===== config.mk =====
export PLATFORM = sky130hd
export DESIGN_NAME = swg_rem_div
export DESIGN_NICKNAME = d
export VERILOG_FILES = /design/src/rtl/swg_pkg.sv /design/src/rtl/swg_rem_div.sv
export SDC_FILE = /design/constraint.sdc
export NUM_CORES = 2
export LEC_CHECK = 0
export BUFFER_PORTS_ARGS = -buffer_cell sky130_fd_sc_hd__clkbuf_2
export CAP_MARGIN = 20
export CORE_MARGIN = 4
export CORE_UTILIZATION = 36
export DETAILED_ROUTE_END_ITERATION = 10
export GPL_ROUTABILITY_DRIVEN = 0
export GPL_TIMING_DRIVEN = 1
export PLACE_DENSITY_LB_ADDON = 0.15
export SLEW_MARGIN = 20
export SYNTH_ARGS = -nofsm -noshare
export SYNTH_HDL_FRONTEND = slang
export SYNTH_SLANG_ARGS = --single-unit

===== constraint.sdc =====
create_clock -name clk -period 5.95 [get_ports clk]
set_input_delay 0.595 -clock clk [delete_from_list [all_inputs] [get_ports clk]]
set_output_delay 0.595 -clock clk [all_outputs]
set_load 0.05 [all_outputs]

===== src/rtl/swg_pkg.sv =====
`timescale 1ns / 1ps

package swg_pkg;

	// field and register widths
	localparam int DATA_W   = 32;
	localparam int AMP_W    = 31;
	localparam int DUTY_W   = 17;
	localparam int WAVE_W   = 2;
	localparam int FRAC_W   = 16;

	// quarter-wave sine table, depth is a power of two
	localparam int SINE_DEPTH = 256;
	localparam int SINE_AW    = $clog2(SINE_DEPTH);
	localparam int SINE_W     = 17;
	localparam int K_W        = SINE_AW + 2;

	// pipeline shape
	localparam int REM_STAGES   = DATA_W;
	localparam int PHASE_STAGES = K_W;
	localparam int PROD_W       = AMP_W + SINE_W;
	localparam int DP_W         = DUTY_W + DATA_W;
	localparam int SUM_W        = DATA_W + 2;

	// waveform codes
	localparam logic [WAVE_W-1:0] WAVE_STEP   = 2'd0;
	localparam logic [WAVE_W-1:0] WAVE_SINE   = 2'd1;
	localparam logic [WAVE_W-1:0] WAVE_SQUARE = 2'd2;

	// register map
	localparam int ADDR_W    = 5;
	localparam int REG_IDX_W = 3;
	localparam logic [REG_IDX_W-1:0] REG_WAVEFORM   = 3'd0;
	localparam logic [REG_IDX_W-1:0] REG_AMPLITUDE  = 3'd1;
	localparam logic [REG_IDX_W-1:0] REG_PERIOD     = 3'd2;
	localparam logic [REG_IDX_W-1:0] REG_DUTY       = 3'd3;
	localparam logic [REG_IDX_W-1:0] REG_OFFSET     = 3'd4;
	localparam logic [REG_IDX_W-1:0] REG_ACTIVATION = 3'd5;

	// reset values
	localparam logic [WAVE_W-1:0]        RST_WAVEFORM   = WAVE_STEP;
	localparam logic [AMP_W-1:0]         RST_AMPLITUDE  = 31'd131072;
	localparam logic [DATA_W-1:0]        RST_PERIOD     = 32'd1000;
	localparam logic [DUTY_W-1:0]        RST_DUTY       = 17'd32768;
	localparam logic signed [DATA_W-1:0] RST_OFFSET     = 32'sd131072;
	localparam logic [DATA_W-1:0]        RST_ACTIVATION = 32'd1000;

	localparam logic [63:0] HALF_PI_Q30 = 64'd1686629713;

	typedef logic [SINE_DEPTH-1:0][SINE_W-1:0] sine_tab_t;

	// control bits that travel with an item
	typedef struct packed {
		logic valid;
		logic step_hit;
		logic sq_high;
	} swg_ctl_t;

	// one table entry from a q2.30 taylor series, rounded to q1.16
	function automatic logic [SINE_W-1:0] quarter_sine(input int idx);
		logic [63:0]        x;
		logic [63:0]        term;
		logic signed [63:0] sum;
		x = (HALF_PI_Q30 * 64'(idx)) / 64'(SINE_DEPTH);
		term = x;
		sum = $signed(x);
		for (int n = 1; n <= 8; n++) begin
			term = (term * x) >> 30;
			term = (term * x) >> 30;
			term = term / 64'((2 * n) * (2 * n + 1));
			if ((n % 2) == 1) begin
				sum = sum - $signed(term);
			end else begin
				sum = sum + $signed(term);
			end
		end
		if (sum < 0) begin
			sum = '0;
		end
		sum = (sum + 64'sd8192) >>> 14;
		if (sum > 64'sd65536) begin
			sum = 64'sd65536;
		end
		return sum[SINE_W-1:0];
	endfunction

	function automatic sine_tab_t build_sine_tab();
		sine_tab_t tab;
		tab = '0;
		for (int i = 0; i < SINE_DEPTH; i++) begin
			tab[i] = quarter_sine(i);
		end
		return tab;
	endfunction

	localparam sine_tab_t         SINE_TAB = build_sine_tab();
	localparam logic [SINE_W-1:0] SINE_TOP = quarter_sine(SINE_DEPTH);

endpackage


===== src/rtl/swg_rem_div.sv =====
`timescale 1ns / 1ps

module swg_rem_div (
	input  logic                       clk,
	input  logic                       arst_n,
	input  logic                       en,
	input  logic                       in_valid,
	input  logic [31:0]                time_ms,
	input  logic [31:0]                period_ms,
	input  logic [31:0]                activation_ms,
	output swg_pkg::swg_ctl_t          ctl_out,
	output logic [31:0]                rem_out
);
	import swg_pkg::*;

	logic [DATA_W-1:0] rem_s [REM_STAGES];
	logic [DATA_W-1:0] dvd_s [REM_STAGES-1];
	swg_ctl_t          ctl_s [REM_STAGES];

	logic [DATA_W-1:0] rem_src [REM_STAGES];
	logic [DATA_W-1:0] dvd_src [REM_STAGES];
	swg_ctl_t          ctl_src [REM_STAGES];
	logic [DATA_W-1:0] rem_nxt [REM_STAGES];
	logic [DATA_W-1:0] dvd_nxt [REM_STAGES];

	// stage inputs: the first stage takes the new item
	always_comb begin
		rem_src[0] = '0;
		dvd_src[0] = time_ms;
		ctl_src[0] = '{valid: in_valid, step_hit: (time_ms >= activation_ms), sq_high: 1'b0};
		for (int i = 1; i < REM_STAGES; i++) begin
			rem_src[i] = rem_s[i-1];
			dvd_src[i] = dvd_s[i-1];
			ctl_src[i] = ctl_s[i-1];
		end
	end

	// one restoring step per stage, one dividend bit each
	always_comb begin
		logic [DATA_W:0] part;
		part = '0;
		for (int i = 0; i < REM_STAGES; i++) begin
			part = {rem_src[i], dvd_src[i][DATA_W-1]};
			if (part >= {1'b0, period_ms}) begin
				part = part - {1'b0, period_ms};
			end
			rem_nxt[i] = part[DATA_W-1:0];
			dvd_nxt[i] = {dvd_src[i][DATA_W-2:0], 1'b0};
		end
	end

	// control registers
	always_ff @(posedge clk or negedge arst_n) begin
		if (!arst_n) begin
			for (int i = 0; i < REM_STAGES; i++) begin
				ctl_s[i] <= '0;
			end
		end else if (en) begin
			for (int i = 0; i < REM_STAGES; i++) begin
				ctl_s[i] <= ctl_src[i];
			end
		end
	end

	// data registers
	always_ff @(posedge clk) begin
		if (en) begin
			for (int i = 0; i < REM_STAGES; i++) begin
				rem_s[i] <= rem_nxt[i];
			end
			for (int i = 0; i < REM_STAGES - 1; i++) begin
				dvd_s[i] <= dvd_nxt[i];
			end
		end
	end

	assign ctl_out = ctl_s[REM_STAGES-1];
	assign rem_out = rem_s[REM_STAGES-1];

endmodule


==> flow_metrics.tcl <==
set metrics [dict create \
    clk_path_buf_depth 4 \
    postCtsSetupRepairBufs 0 \
    track_usage_pct 19.95 \
    overflow 0 \
    synth_commonest_cells "edfxtp_1, ha_1, a21oi_1, nand2_1, o21ai_0" \
    cts_hold_buf 33 \
    die-area_um2 314600 \
    yosysMostFrequentCell "edfxtp_1" \
    cap_viol_max_count 0 \
    grt_pass1_wl_mm 489.9 \
    synth-edff-count 1520 \
    syn_nets 11650 \
    async_flop_share_pct 4.040 \
    core_area_um2 303500 \
    final.setup.tns_ps 0 \
    cts_tree "done" \
    worst_slack_ps 1432 \
    min-delay-start "en" \
    synthToLayoutAreaGrowth_pct 12.12 \
    fin_worst_skew_ps 87.10 \
    chipWidth_um 560.9 \
    initial_core_util_pct 36.25 \
    netlist_instances 10490 \
    worst_pin_slew_ps 1077 \
    wirelength_mm 328.4 \
    hold_depth 1 \
    avgSynthCellArea_um2 10.49 \
    multi_input_area_um2 60240 \
    synthDominantCellAreaShare_pct 41.48 \
    num_vias 83690 \
    endpoint_kind "flop" \
    use_met2_pct 33.45 \
    htree_num_levels 4 \
    grt_util_met1_pct 26.52 \
    min_period_over_period_pct 75.93 \
    critical_path_class "input pin to flop" \
    r2r_end "rem_s[1][316]" \
    cts.sinks 1584 \
    drtIter0Drc 6133 \
    ff2ff_path_depth 14 \
    synth_seq_cells 1584 \
    peakVddDrop_uv 268.2 \
    dr.pass1.iters 6 \
    drc 0 \
    p_leak_nw 49.08 \
    hpwl_mm 241.6 \
    min_to "dvd_s[0][113]" \
    cts_buffers 196 \
    syn_area_um2 110000 \
    relSlewSlack_pct 28.18 \
    ys_seq_area_share_pct 42.93 \
    rsz0062_at_grt "no" \
    timing.rr.start "dvd_s[1][278]" \
    via_per_inst 5.588 \
    fillCellCount 28890 \
    busiest_layer "met2" \
    grt_pass1_vias 81390 \
    fmax_mhz 221.3 \
    rows 202 \
    nets 11880 \
    critPathMaxFanout 21 \
    maxSlewViolCount 0 \
    hold_viol 0 \
    outcome "finished clean" \
    startpoint_type "input pin" \
    num_io_pins 135 \
    io_buffers 133 \
    regToRegSetupSlack_ps 1530 \
    hold_path_class "input pin to flop" \
    fin_crit_ps 4518 \
    synth_top_area_cell "edfxtp_1" \
    crit_required_ps 6600 \
    arrival_ps 5170 \
    ys_warn_count 0 \
    wire_per_inst_um 21.93 \
    path_clk_slew_ps 60 \
    dp_slack_ps 782.3 \
    cts_root_buf "clkbuf_16" \
    clock_latency_ps 920 \
    setup_viol 0 \
    power.density_nw_per_um2 609.7 \
    ctsResizeCount 0 \
    grt_max_degree 146 \
    netlist-cell-type-count 98 \
    synth-main-ff-cell "edfxtp_1" \
    grt_use_met3_pct 2.458 \
    final_antenna_net_count 0 \
    antenna_found_initial 19 \
    synth_area_leaders "edfxtp_1, ha_1, mux2_2" \
    seqCellArea_um2 47250 \
    die_h_um 560.9 \
    drive_above_1_share_pct 12.10 \
]
## worst max-delay path: stages
cell and delay (ps):
clkbuf_2 120, clkinv_2 790, ha_1 710, and3_1 260, a221oi_1 490, a21boi_0 240
a2111oi_1 770, o31ai_1 240, a211oi_2 350, o21bai_1 140, xor2_1 150, mux2_2 270
## through the flow
stage / instance area, um2 / std cells / total power, mW / utilization, % / hold slack (ps)
3_3_place_gp: 116400 / 14570 / 62.01 / 38.36 / 400.6
5_1_grt: 123400 / 14970 / 80.69 / 40.64 / 176.0
2_1_floorplan: 110000 / 10490 / 52.00 / - / 299.4
4_1_cts: 123300 / 14970 / 75.35 / 40.63 / 154.8
3_5_place_dp: 116400 / 14570 / 62.43 / 38.36 / 404.5
6_report: 123400 / 14980 / 75.22 / 40.64 / 216.5
## how the worst max path moves through the flow
stage,startpoint,to,cells past startpoint
5_1_grt,period_ms[13],rem_s[1][417],14
3_3_place_gp,period_ms[6],rem_s[1][136],12
4_1_cts,dvd_s[1][278],rem_s[1][318],15
3_5_place_dp,period_ms[13],rem_s[0][184],12
2_1_floorplan,period_ms[1],rem_s[1][434],14
6_report,period_ms[13],rem_s[0][184],12
## kinds of logic (layout without fill, tap and decap cells)
group           Yosys count  count (layout)  synth area share (%)
compound gates         3318            3318                 19.04
buf+inv                 667            1060                 2.489
other cells               1              13              0.003408
fa+ha+maj              1057            1057                 12.23
flops                  1584            1584                 42.93
mux                     590             590                 6.079
simple gates           2426            2426                 10.47
xor+xnor                849             849                 6.757
## cell usage in the layout (no fill, tap or decap), types with 90 or more instances in the layout
master	synthesis	routed
nand2b_1	111	111
ha_1	1026	1026
xor2_1	359	359
xnor2_1	490	490
buf_4	36	136
edfxtp_1	1520	1520
and3_1	94	94
nand2_1	819	819
nor3_1	122	122
o21ai_0	785	784
nand4_1	144	144
nand3_1	196	195
o21bai_1	132	132
mux2_2	518	518
nor2b_1	110	110
clkbuf_2	1	130
a21o_1	526	526
inv_1	357	326
a31oi_1	92	90
nor2_1	564	563
a21oi_1	998	995
clkbuf_16	0	202
o21a_1	134	133
## final cells by class
type | instances | area share (%)
Multi-Input combinational cell | 8241 | 48.83
Sequential cell | 1584 | 38.29
Clock inverter | 124 | 1.065
Tap cell | 4080 | 4.138
Clock buffer | 239 | 4.267
Timing Repair Buffer | 340 | 2.276
Inverter | 357 | 1.105
Antenna cell | 12 | 0.02434
## flip-flops by register name, indices dropped and copies added (netlist names)
name,flops
rem_s,1024
dvd_s,496
ctl_s,62
ctl_out,2
## report_power, final
part           switching, mW  internal [mW]  total, mW
sequential              3.28           18.8       22.0
clock                   5.03           7.20       12.2
combinational           22.8           18.1       41.0
## per-layer routing
layer	wire length, um	vias to the layer above	part of all wire [%]
li1	-	40340	-
met5	42	-	0.013
met4	12330	6	3.8
met1	146600	40420	45
met3	15610	581	4.8
met2	153800	2338	47
No activity file was read; power rests on OpenSTA's default activity.
