### src/rtl/swg_pkg.sv
`timescale 1ns / 1ps

package swg_pkg;

	// field and register widths
	localparam int DATA_W   = 32;
	localparam int AMP_W    = 31;
	localparam int DUTY_W   = 17;
	localparam int WAVE_W   = 2;
	localparam int FRAC_W   = 16;

	// quarter-wave sine table, depth is a power of two
	localparam int SINE_DEPTH = 256;
	localparam int SINE_AW    = $clog2(SINE_DEPTH);
	localparam int SINE_W     = 17;
	localparam int K_W        = SINE_AW + 2;

	// pipeline shape
	localparam int REM_STAGES   = DATA_W;
	localparam int PHASE_STAGES = K_W;
	localparam int PROD_W       = AMP_W + SINE_W;
	localparam int DP_W         = DUTY_W + DATA_W;
	localparam int SUM_W        = DATA_W + 2;

	// waveform codes
	localparam logic [WAVE_W-1:0] WAVE_STEP   = 2'd0;
	localparam logic [WAVE_W-1:0] WAVE_SINE   = 2'd1;
	localparam logic [WAVE_W-1:0] WAVE_SQUARE = 2'd2;

	// register map
	localparam int ADDR_W    = 5;
	localparam int REG_IDX_W = 3;
	localparam logic [REG_IDX_W-1:0] REG_WAVEFORM   = 3'd0;
	localparam logic [REG_IDX_W-1:0] REG_AMPLITUDE  = 3'd1;
	localparam logic [REG_IDX_W-1:0] REG_PERIOD     = 3'd2;
	localparam logic [REG_IDX_W-1:0] REG_DUTY       = 3'd3;
	localparam logic [REG_IDX_W-1:0] REG_OFFSET     = 3'd4;
	localparam logic [REG_IDX_W-1:0] REG_ACTIVATION = 3'd5;

	// reset values
	localparam logic [WAVE_W-1:0]        RST_WAVEFORM   = WAVE_STEP;
	localparam logic [AMP_W-1:0]         RST_AMPLITUDE  = 31'd131072;
	localparam logic [DATA_W-1:0]        RST_PERIOD     = 32'd1000;
	localparam logic [DUTY_W-1:0]        RST_DUTY       = 17'd32768;
	localparam logic signed [DATA_W-1:0] RST_OFFSET     = 32'sd131072;
	localparam logic [DATA_W-1:0]        RST_ACTIVATION = 32'd1000;

	localparam logic [63:0] HALF_PI_Q30 = 64'd1686629713;

	typedef logic [SINE_DEPTH-1:0][SINE_W-1:0] sine_tab_t;

	// control bits that travel with an item
	typedef struct packed {
		logic valid;
		logic step_hit;
		logic sq_high;
	} swg_ctl_t;

	// one table entry from a q2.30 taylor series, rounded to q1.16
	function automatic logic [SINE_W-1:0] quarter_sine(input int idx);
		logic [63:0]        x;
		logic [63:0]        term;
		logic signed [63:0] sum;
		x = (HALF_PI_Q30 * 64'(idx)) / 64'(SINE_DEPTH);
		term = x;
		sum = $signed(x);
		for (int n = 1; n <= 8; n++) begin
			term = (term * x) >> 30;
			term = (term * x) >> 30;
			term = term / 64'((2 * n) * (2 * n + 1));
			if ((n % 2) == 1) begin
				sum = sum - $signed(term);
			end else begin
				sum = sum + $signed(term);
			end
		end
		if (sum < 0) begin
			sum = '0;
		end
		sum = (sum + 64'sd8192) >>> 14;
		if (sum > 64'sd65536) begin
			sum = 64'sd65536;
		end
		return sum[SINE_W-1:0];
	endfunction

	function automatic sine_tab_t build_sine_tab();
		sine_tab_t tab;
		tab = '0;
		for (int i = 0; i < SINE_DEPTH; i++) begin
			tab[i] = quarter_sine(i);
		end
		return tab;
	endfunction

	localparam sine_tab_t         SINE_TAB = build_sine_tab();
	localparam logic [SINE_W-1:0] SINE_TOP = quarter_sine(SINE_DEPTH);

endpackage

### src/rtl/swg_phase_div.sv
`timescale 1ns / 1ps

module swg_phase_div (
	input  logic                         clk,
	input  logic                         arst_n,
	input  logic                         en,
	input  swg_pkg::swg_ctl_t            ctl_in,
	input  logic [31:0]                  rem_in,
	input  logic [31:0]                  period_ms,
	input  logic [16:0]                  duty,
	output swg_pkg::swg_ctl_t            ctl_out,
	output logic [swg_pkg::K_W-1:0]      k_out
);
	import swg_pkg::*;

	logic [DP_W-1:0]   dp_q;
	logic [DATA_W-1:0] rem_s [PHASE_STAGES-1];
	logic [K_W-1:0]    k_s   [PHASE_STAGES];
	swg_ctl_t          ctl_s [PHASE_STAGES];

	logic [DATA_W-1:0] rem_src [PHASE_STAGES];
	logic [K_W-1:0]    k_src   [PHASE_STAGES];
	swg_ctl_t          ctl_src [PHASE_STAGES];
	logic [DATA_W-1:0] rem_nxt [PHASE_STAGES];
	logic [K_W-1:0]    k_nxt   [PHASE_STAGES];

	// duty threshold scaled to the period, static between config writes
	always_ff @(posedge clk) begin
		dp_q <= DP_W'(duty) * DP_W'(period_ms);
	end

	// stage inputs, square decision made on entry
	always_comb begin
		rem_src[0] = rem_in;
		k_src[0]   = '0;
		ctl_src[0] = ctl_in;
		ctl_src[0].sq_high = (DP_W'({rem_in, {FRAC_W{1'b0}}}) < dp_q);
		for (int i = 1; i < PHASE_STAGES; i++) begin
			rem_src[i] = rem_s[i-1];
			k_src[i]   = k_s[i-1];
			ctl_src[i] = ctl_s[i-1];
		end
	end

	// one quotient bit of rem * 4 * depth / period per stage
	always_comb begin
		logic [DATA_W:0] part;
		logic            qb;
		part = '0;
		qb = 1'b0;
		for (int i = 0; i < PHASE_STAGES; i++) begin
			part = {rem_src[i], 1'b0};
			qb = (part >= {1'b0, period_ms});
			if (qb) begin
				part = part - {1'b0, period_ms};
			end
			rem_nxt[i] = part[DATA_W-1:0];
			k_nxt[i]   = {k_src[i][K_W-2:0], qb};
		end
	end

	// control registers
	always_ff @(posedge clk or negedge arst_n) begin
		if (!arst_n) begin
			for (int i = 0; i < PHASE_STAGES; i++) begin
				ctl_s[i] <= '0;
			end
		end else if (en) begin
			for (int i = 0; i < PHASE_STAGES; i++) begin
				ctl_s[i] <= ctl_src[i];
			end
		end
	end

	// data registers
	always_ff @(posedge clk) begin
		if (en) begin
			for (int i = 0; i < PHASE_STAGES; i++) begin
				k_s[i] <= k_nxt[i];
			end
			for (int i = 0; i < PHASE_STAGES - 1; i++) begin
				rem_s[i] <= rem_nxt[i];
			end
		end
	end

	assign ctl_out = ctl_s[PHASE_STAGES-1];
	assign k_out   = k_s[PHASE_STAGES-1];

endmodule

### config.mk
export PLATFORM = sky130hd
export DESIGN_NAME = swg_phase_div
export DESIGN_NICKNAME = d
export VERILOG_FILES = /design/src/rtl/swg_pkg.sv /design/src/rtl/swg_phase_div.sv
export SDC_FILE = /design/constraint.sdc
export NUM_CORES = 2
export LEC_CHECK = 0
export BUFFER_PORTS_ARGS = -buffer_cell sky130_fd_sc_hd__buf_2
export CAP_MARGIN = 20
export CORE_MARGIN = 5
export CORE_UTILIZATION = 40
export DETAILED_ROUTE_END_ITERATION = 10
export SLEW_MARGIN = 20
export SYNTH_ARGS = -nofsm -noshare
export SYNTH_HDL_FRONTEND = slang
export SYNTH_SLANG_ARGS = --single-unit
### constraint.sdc
create_clock -name clk -period 9.4 [get_ports clk]
set_input_delay 1.88 -clock clk [delete_from_list [all_inputs] [get_ports clk]]
set_output_delay 1.88 -clock clk [all_outputs]
set_load 0.05 [all_outputs]
==> flow_summary_export.csv <==
group,metric,value,unit
timing,slew_violations,0,
clocking,cts_sinks,422,
global_routing,grt-ovfl-total,0,
clocking,cts_inserted_buffers,49,
global_routing,grt_pass1_vias,39100,
timing,hold_ws,0.417,ns
timing,rsz0062_at_grt,"no",
cells_and_area,drive_gt1_share,8.29,%
floorplan,start_util,40.4,%
clocking,clkLatencyLatePin,0.62,ns
worst_setup_path,start_kind,"primary input",
synth,ys_top_cells_by_area,"edfxtp_1 21%, fa_1 19%, ha_1 12%",
routing,drt_iter0_drc,2493,
synth,synth_top_area_cell,"edfxtp_1",
clocking,cts_tree,"built",
routing,drt-met1-wl,58.1,mm
worst_setup_path,crit_start,"duty[4]",
timing,period_needed,8.28,ns
floorplan,design.portCount,100,
routing,avgRoutedWirePerCell,19.6,um
global_routing,grt_usage,20.8,%
timing,setup_violations,0,
clocking,cts_max_level,2,
clocking,clock_path_buffers,3,
timing,hold_viol_final,0,
flow_run,maxCapViolations,0,
routing,first_pass_iters,6,
synth,synth_top_area_share,20.9,%
floorplan,row_count,128,
floorplan,die_y,361,um
floorplan,die-area,130000,um2
routing,dr_total_vias,38200,
cells_and_area,final_cells,6962,
synth,post-synth-top-count-cell,"inv_1",
routing,wl_met2,65.9,mm
synth,syn_area,49300,um2
routing,vias_per_cell,5.49,
worst_setup_path,reg2reg_from,"rem_s[0][224]",
global_routing,antenna_found_initial,13,
timing,post-route-period-util,88.1,%
timing,setup_tns,0,ns
synth,synth_warnings,0,
clocking,postCtsSetupBuffers,0,
synth,synth.ff_latch_count,422,
timing,relSlewSlack,25.6,%
worst_setup_path,end_kind,"flip-flop",
global_routing,grt_max_degree,76,
synth,synth_commonest_cells,"679 x inv_1, 581 x nand2_1, 474 x ha_1, 458 x fa_1, 358 x a21oi_1",
worst_setup_path,required,9.87,ns
synth,syn_inst,5307,
timing,tightest_slew,1.11,ns
cells_and_area,final_util,43.5,%
clocking,cts_root_buf,"clkbuf_16",
synth,syn_nets,6326,
synth,synth_edf_count,343,
synth,dominantRegCellSynth,"edfxtp_1",
synth,async_reset_ff_share,7.11,%
placement,hpwl,101,mm
timing,skew,0.0184,ns
timing,max_freq,0.121,GHz
placement,routabilityCongestion,0.902,
synth,ys_types,90,
routing,ant_nets,0,
routing,routed_wl,137,mm
placement,portBuffers,98,
hold_path,hold_start,"k_s[5][3]",
cells_and_area,fin_nets,6308,
worst_setup_path,crit_arrival,8.76,ns
routing,top_layer,"met5",
clocking,cts-resized-gates,0,
floorplan,core,122000,um2
placement,dp_cells,6861,
clocking,postCtsHoldBufs,0,
floorplan,die_w,361,um
clocking,clk_pin_slew,0.06,ns
global_routing,grt_pass1_wl,216,mm
worst_setup_path,crit_fanout,29,
cells_and_area,final.fill_count,11900,
routing,wl_met3,7.13,mm
cells_and_area,areaGrowthSynthToFinish,7.83,%
status,status,"completed",
worst_setup_path,crit_type,"in -> reg",
synth,avgSynthCellArea,9.28,um2
synth,ys_seq_area_share,24.4,%
hold_path,hp-class,"reg -> reg",
routing,drc,0,
## stage by stage
stage / worst slack, ns / cell area (um2)
4_1_cts: 1.19 / 53000
5_1_grt: 0.701 / 53100
6_report: 1.12 / 53100
3_3_place_gp: 0.582 / 51300
3_5_place_dp: 0.557 / 51300
2_1_floorplan: 1.34 / 49300
## routing by layer
metal,GRT usage (%),vias up
met5,0,-
met2,36.1,980
met3,2.61,289
met4,7.75,6
li1,-,18100
met1,26.6,18900
## path summary, 6_finish.rpt
kind                                      end  slack (ns)  cells past startpoint
worst max register to register  rem_s[0][259]        5.12                     11
worst min-delay path                k_s[6][4]        0.42                      0
max in group asynchronous           ctl_s[11]        7.70                      1
worst min register to register      k_s[6][4]        0.42                      0
min in group asynchronous           ctl_s[27]        1.29                      1
worst max-delay path                 dp_q[48]        1.12                     22
## critical path: stages
cell and delay, ns:
buf_2 0.65, nand2_1 0.18, fa_1 0.60, fa_1 0.44
fa_1 0.51, inv_1 0.04, ha_1 0.32, fa_1 0.54
inv_1 0.05, fa_1 0.57, inv_1 0.05, ha_1 0.34
and2_1 0.17, or3_1 0.31, o221ai_1 0.30, a21boi_1 0.21
a41oi_1 0.38, o21ai_1 0.23, a21oi_1 0.34, o21ai_0 0.23
nor4_1 0.31, a311oi_1 0.09
## area by class of cell
cell class | instances | area, um2 | share of cell area [%]
clock inverters | 25 | 228 | 0.429
repair buffers | 151 | 938 | 1.77
inverters | 680 | 2550 | 4.81
well taps | 1625 | 2030 | 3.83
clock buffers | 67 | 1500 | 2.83
diodes | 7 | 17.5 | 0.0330
multi-input cells | 3985 | 33800 | 63.7
flip-flops and latches | 422 | 12000 | 22.7
## registers in the layout, indices dropped and copies added, names as in the netlist
signal / count
ctl_out: 3
ctl_s: 27
dp_q: 49
k_s: 55
rem_s: 288
## logic make-up after synthesis
kind of cell               after synthesis  synth area share (%)
xor gates and xnor gates               278                  4.94
buffers and inverters                  900                  7.05
DFF                                    422                  24.4
adders and majority gates              932                  30.7
and+or+nand+nor                       1450                  14.2
muxes                                  178                  4.04
AOI/OAI and AO/OA                     1147                  14.6
## placed cells by master (no fill, tap or decap), types with 11 or more instances in the layout
| cell | synthesis | routed |
|---|---|---|
| buf_4 | 11 | 51 |
| a31oi_1 | 46 | 46 |
| nand4_1 | 77 | 77 |
| clkbuf_16 | 0 | 56 |
| nor3_1 | 63 | 63 |
| dfrtp_1 | 30 | 30 |
| or2_2 | 11 | 11 |
| a31o_2 | 11 | 11 |
| nor2_1 | 207 | 207 |
| fa_1 | 458 | 458 |
| edfxtp_1 | 343 | 343 |
| and3_1 | 37 | 37 |
| nand2b_1 | 49 | 49 |
| nand3_1 | 80 | 80 |
| a21o_1 | 186 | 186 |
| dfxtp_1 | 49 | 49 |
| ha_1 | 474 | 474 |
| mux2_2 | 164 | 164 |
| inv_1 | 679 | 679 |
| o2111ai_1 | 12 | 12 |
| and2_1 | 233 | 233 |
| o21bai_1 | 44 | 44 |
| o21a_1 | 41 | 41 |
| buf_2 | 23 | 97 |
| or3_1 | 11 | 11 |
| nand2_1 | 581 | 580 |
| nor4_1 | 11 | 11 |
| o31ai_1 | 29 | 29 |
| nor2b_1 | 52 | 52 |
| a21oi_1 | 358 | 357 |
| a211oi_1 | 30 | 30 |
| o21ai_0 | 246 | 246 |
| and4_1 | 12 | 12 |
| a21boi_0 | 19 | 19 |
| xnor2_1 | 168 | 168 |
| o211ai_1 | 17 | 17 |
| xor2_1 | 110 | 110 |
Power is left out: the tool's default activity adds up to more than one toggle a clock period on the data nets, which glitch-free logic cannot reach.
